`config.mk`:
```
export PLATFORM = sky130hd
export DESIGN_NAME = dmd_cell
export DESIGN_NICKNAME = d
export VERILOG_FILES = /design/src/rtl/dmd_pkg.sv /design/src/rtl/dmd_cell.sv
export SDC_FILE = /design/constraint.sdc
export NUM_CORES = 1
export LEC_CHECK = 0
export BUFFER_PORTS_ARGS = -buffer_cell sky130_fd_sc_hd__buf_2
export CORE_ASPECT_RATIO = 1.5
export CORE_MARGIN = 3
export CORE_UTILIZATION = 46
export DETAILED_ROUTE_END_ITERATION = 12
export PLACE_DENSITY = 0.86
export RECOVER_POWER = 50
export SYNTH_ARGS = -nofsm -noshare
export SYNTH_HDL_FRONTEND = slang
export SYNTH_SLANG_ARGS = --single-unit
```
`constraint.sdc`:
```
create_clock -name clk -period 5.5 [get_ports clk]
set_input_delay 0.55 -clock clk [delete_from_list [all_inputs] [get_ports clk]]
set_output_delay 0.55 -clock clk [all_outputs]
set_load 0.05 [all_outputs]
```
`src/rtl/dmd_pkg.sv`:
```
// Shared types and constants of the directional maxima detector.
`default_nettype none

package dmd_pkg;

    localparam int DEF_MAX_RADIUS = 8;
    localparam int DEF_MAX_WIDTH  = 1024;
    localparam int DEF_MAX_HEIGHT = 1024;
    localparam int DEF_VALUE_BITS = 16;

    localparam int CFG_INDEX_BITS = 2;
    localparam int CFG_DATA_BITS  = 16;
    localparam int THRESHOLD_BITS = 16;
    localparam int RADIUS_BITS    = 4;
    localparam int SIZE_BITS      = 11;

    localparam logic [THRESHOLD_BITS-1:0] THRESHOLD_RST = 16'h0000;
    localparam logic [RADIUS_BITS-1:0]    RADIUS_RST    = 4'd1;
    localparam logic [SIZE_BITS-1:0]      WIDTH_RST     = 11'd1024;
    localparam logic [SIZE_BITS-1:0]      HEIGHT_RST    = 11'd1024;

    typedef enum logic [CFG_INDEX_BITS-1:0] {
        CFG_THRESHOLD = 2'd0,
        CFG_RADIUS    = 2'd1,
        CFG_WIDTH     = 2'd2,
        CFG_HEIGHT    = 2'd3
    } cfg_index_t;

    typedef struct packed {
        logic vert;
        logic left;
        logic right;
    } cell_ok_t;

endpackage

`default_nettype wire

```
`src/rtl/dmd_cell.sv`:
```
// One cell of the comparison chain: holds a left and a lookahead value of the center row.
`default_nettype none

module dmd_cell #(
    parameter int INDEX      = 1,
    parameter int MAX_RADIUS = dmd_pkg::DEF_MAX_RADIUS,
    parameter int VALUE_BITS = dmd_pkg::DEF_VALUE_BITS,
    parameter int RADW       = $clog2(dmd_pkg::DEF_MAX_RADIUS + 1)
) (
    input  wire logic                         clk,
    input  wire logic                         shift,
    input  wire logic        [RADW-1:0]       r,
    input  wire logic signed [VALUE_BITS-1:0] center,
    input  wire logic signed [VALUE_BITS-1:0] above,
    input  wire logic signed [VALUE_BITS-1:0] below,
    input  wire logic signed [VALUE_BITS-1:0] left_in,
    input  wire logic signed [VALUE_BITS-1:0] la_in,
    output logic signed      [VALUE_BITS-1:0] left_out,
    output logic signed      [VALUE_BITS-1:0] la_out,
    output dmd_pkg::cell_ok_t                 ok
);

    logic signed [VALUE_BITS-1:0] left_reg;
    logic signed [VALUE_BITS-1:0] la_reg;
    logic                         act;
    logic                         right_en;

    always_ff @(posedge clk)
    begin
        if (shift)
        begin
            left_reg <= left_in;
            la_reg   <= la_in;
        end
    end

    assign left_out = left_reg;
    assign la_out   = la_reg;

    // lookahead in this cell is radius minus INDEX columns right of the center
    assign act      = (r >= RADW'(INDEX));
    assign right_en = (r > RADW'(INDEX));

    always_comb
    begin
        ok.vert  = !act || ((center >= above) && (center > below));
        ok.left  = !act || (center >= left_reg);
        ok.right = !right_en || (center > la_reg);
    end

endmodule

`default_nettype wire

```
# After elaboration in Yosys (flattened, before gate mapping)
# Index checks and enable logic that the tools add are counted.
# word_totals
ff_bits	32
input_bits	86
out_inout_bits	35
elab_cells	14
# classes
order_cmp	6
reduce_logical	6
# ops
operator	count
greater-or-equal comparator 16 bit	2
greater-than comparator 16 bit	2
greater-or-equal comparator 4 x 1 -> 1 bit, second input constant	1
greater-than comparator 4 x 1 -> 1 bit, second input constant	1
logical OR 1 bit	3
zero test 1 bit	2
logical AND 1 bit	1

# Logic depth before layout (Yosys ltp)
# logic_depth
ltp_word	3
ltp_mapped	8
ltp_nobuf	8

# Least setup slack after synthesis
# OpenSTA, ideal clock, no wires.
# synth_path
path_type	input to output
from	input port below[14]
to	output port ok[2] (netlist bit)
t_arrival_ns	2.719
t_required_ns	4.950
path_slack_ns	2.231
stages	7
path_buffers	0
path_cell_list	inv_1 ha_1 nand4_1 or4_4 o21ai_2 mux2i_1 a2bb2oi_1
# synth_rtl
element	line_no	text
start: declaration	dmd_cell.sv:15	input wire logic signed [VALUE_BITS-1:0] below,
end: declaration	dmd_cell.sv:20	output dmd_pkg::cell_ok_t ok

==> metrics.yaml <==
wl_per_cell_um: 14.02
numCtsBuffers: 5
tightest_slew_ns: 1.580
worst_hold_slack_ns: 0.4514
yosysWarnings: 0
cts.hold.buffers_added: 0
met1Wirelength_mm: 2.292
area_growth_syn_to_layout_pct: 28.77
tns_ns: 0
synth_nets: 414
synth_edf_count: 32
grt_overflow: 0
dieArea_sq_um: 6732
vias: 2360
crit_chain: "buf_2, ha_1, nand4_1, or4_4, o21ai_2, mux2i_1, a2bb2oi_1, buf_2"
synth_cell_types: 33
rsz0062_at_grt: "no"
crit_end: "ok[2]"
h-tree-depth: 2
viasPerCell: 5.119
cp-end-kind: "output port"
grt_pass1_vias: 2415
firstDrtPassIters: 4
crit_required_ns: 4.95
critical_path_buf_inv_count: 2
ir_drop_uv: 185.5
clk_pin_slew_ns: 0.06
synth_top_area_share: 0.3623
avgSynthCellArea_sq_um: 10.05
fin_crit_sh: 0.5628
violations: "max-capacitance violations, max-slew violations"
worstSetupStartpointType: "input port"
cp-startpoint: "center[14]"
async_flop_share: 0
antenna_cells: 0
grt_usage: 0.1945
status: "finished with violations"
first_iter_violations: 75
initial_core_util: 0.4794
path_depth: 8
ios: 121
finalCriticalPeriod_ns: 3.096
placed_area_sq_um: 3341
synth_top_family_by_area: "adder cells"
fmax_ghz: 0.3230
setup_viol: 0
power_leakage_nw: 1.887
path_delay_family: "simple AND/OR/NAND/NOR gates"
synth_seq_cells: 32
synth-compound-area-share: 0.1283
cts_buffer_depth: 2
clock_sink_count: 32
hpwl_mm: 5.847
yosysSeqAreaShare: 0.3623
crit_top_cell: "buf_2"
yosys.area_share.simple: 0.1057
synthTopCellsByArea: "edfxtp_1 (36%), ha_1 (30%), inv_1 (9.1%)"
critical_path_class: "input port to output port"
synth_fa_ha_area_frac: 0.3019
fin_area_sq_um: 3416
stdcell_count: 461
cts_root_buf: "clkbuf_8"
core_sq_um: 5533
place_inst: 454
ant_nets: 0
gp_congestion: 0.8129
top_layer: "met4"
slew_viol_final: 33
critPathMaxFanout: 4
drive_above_1_share: 0.3376
slew_headroom: -0.05312
met3_length_um: 485
final_util: 0.6174
synthCells: 264
syn_area_sq_um: 2653
grt_max_degree: 33
powerDensity_nw_per_um2: 212.6
synthMuxAreaShare: 0.01132
finalNetCount: 541
antenna_found_initial: 0
die_y_um: 99.01
cp.arrival_ns: 2.55
grt_pass1_wl_mm: 9.949
met2WireLength_mm: 3.551
route.detailed.drc: 0
synth_xor_xnor_area_share: 0
hp-class: "input port to flop"
cts-resized-gates: 0
cts_tree: "built"
die_w_um: 68
portBuffers: 120
placementRows: 33
crit_path_max_incr_delay_ns: 0.59
worst_path_max_delay_cell: "or4_4"
post_cts_buffers: 0
cap_violations: 1
hold_violations: 0
yosysTopAreaCell: "edfxtp_1"
routed_wl_mm: 6.465
synthFlopType: "edfxtp_1"
-- worst min-delay path by stage --
stage / from / to / slack (ns) / cells past startpoint
detailed placement: left_in[13] / left_out[13] / 0.73 / 1
finish: la_in[7] / la_out[7] / 0.45 / 1
floorplan: la_in[0] / la_out[0] / 0.65 / 0
global placement: left_in[12] / left_out[12] / 0.73 / 1
global route: left_in[9] / left_out[9] / 0.43 / 1
CTS: left_in[9] / left_out[9] / 0.44 / 1
-- metal layers --
metal  global-route usage  vias up
li1                     -     1206
met1               0.1928     1047
met2               0.3715       97
met3              0.03763       10
met4              0.07963        0
met5                    0        -
-- state kept, by name, indices dropped and copies added, names as in the netlist --
name	count
la_out	16
left_out	16
-- synthesized netlist by cell type, types with 2 or more instances --
library cell,count
a31oi_1,2
o211ai_1,2
nand2_1,10
a2111oi_2,2
nor2_1,6
nand3_1,6
mux2i_1,3
a21oi_1,17
nand4_1,10
ha_1,64
inv_1,64
nor2b_1,4
and3_1,3
nor4_1,3
a21o_1,9
edfxtp_1,32
nor3_1,3
a211oi_1,2
o21ai_0,8
-- placed cells by master (no fill, tap or decap), drive strengths merged, types with 3 or more instances in the layout --
cell type  count
clkbuf         6
nand2         11
mux2i          3
nand3          6
nor4           3
and3           3
nor2           6
nor3           3
edfxtp        32
o21ai          9
nand4         10
a21o           9
a21oi         17
inv           64
buf          119
ha            64
nor2b          4
-- layout make-up --
class	count	area [sq um]
Timing Repair Buffer	120	599.3
Clock inverter	2	7.507
Inverter	64	240.2
Multi-Input combinational cell	168	1451
Fill cell	468	2117
Clock buffer	5	68.82
Tap cell	70	87.58
Sequential cell	32	960.9
-- per-stage QoR --
step | power [mW] | worst slack (ns)
after detailed placement | 0.5795 | 2.416
final | 0.7262 | 2.404
after global routing | 0.7716 | 2.258
after floorplan | 0.4861 | 2.231
after global placement | 0.5707 | 2.485
after CTS | 0.7342 | 2.414
-- report_power, final --
group	leakage (nW)	switching (mW)	internal (mW)
Clock	0.0391	0.0696	0.0830
Combinational	1.53	0.179	0.0942
Sequential	0.313	0.00909	0.291
-- cell families (layout without fill, tap and decap cells) --
family | after synthesis | in the layout
muxes | 3 | 3
DFF | 32 | 32
AOI/OAI and AO/OA | 50 | 50
and+or+nand+nor | 51 | 51
adders and majority gates | 64 | 64
buffers and inverters | 64 | 191
(Power assumes the default switching activity.)
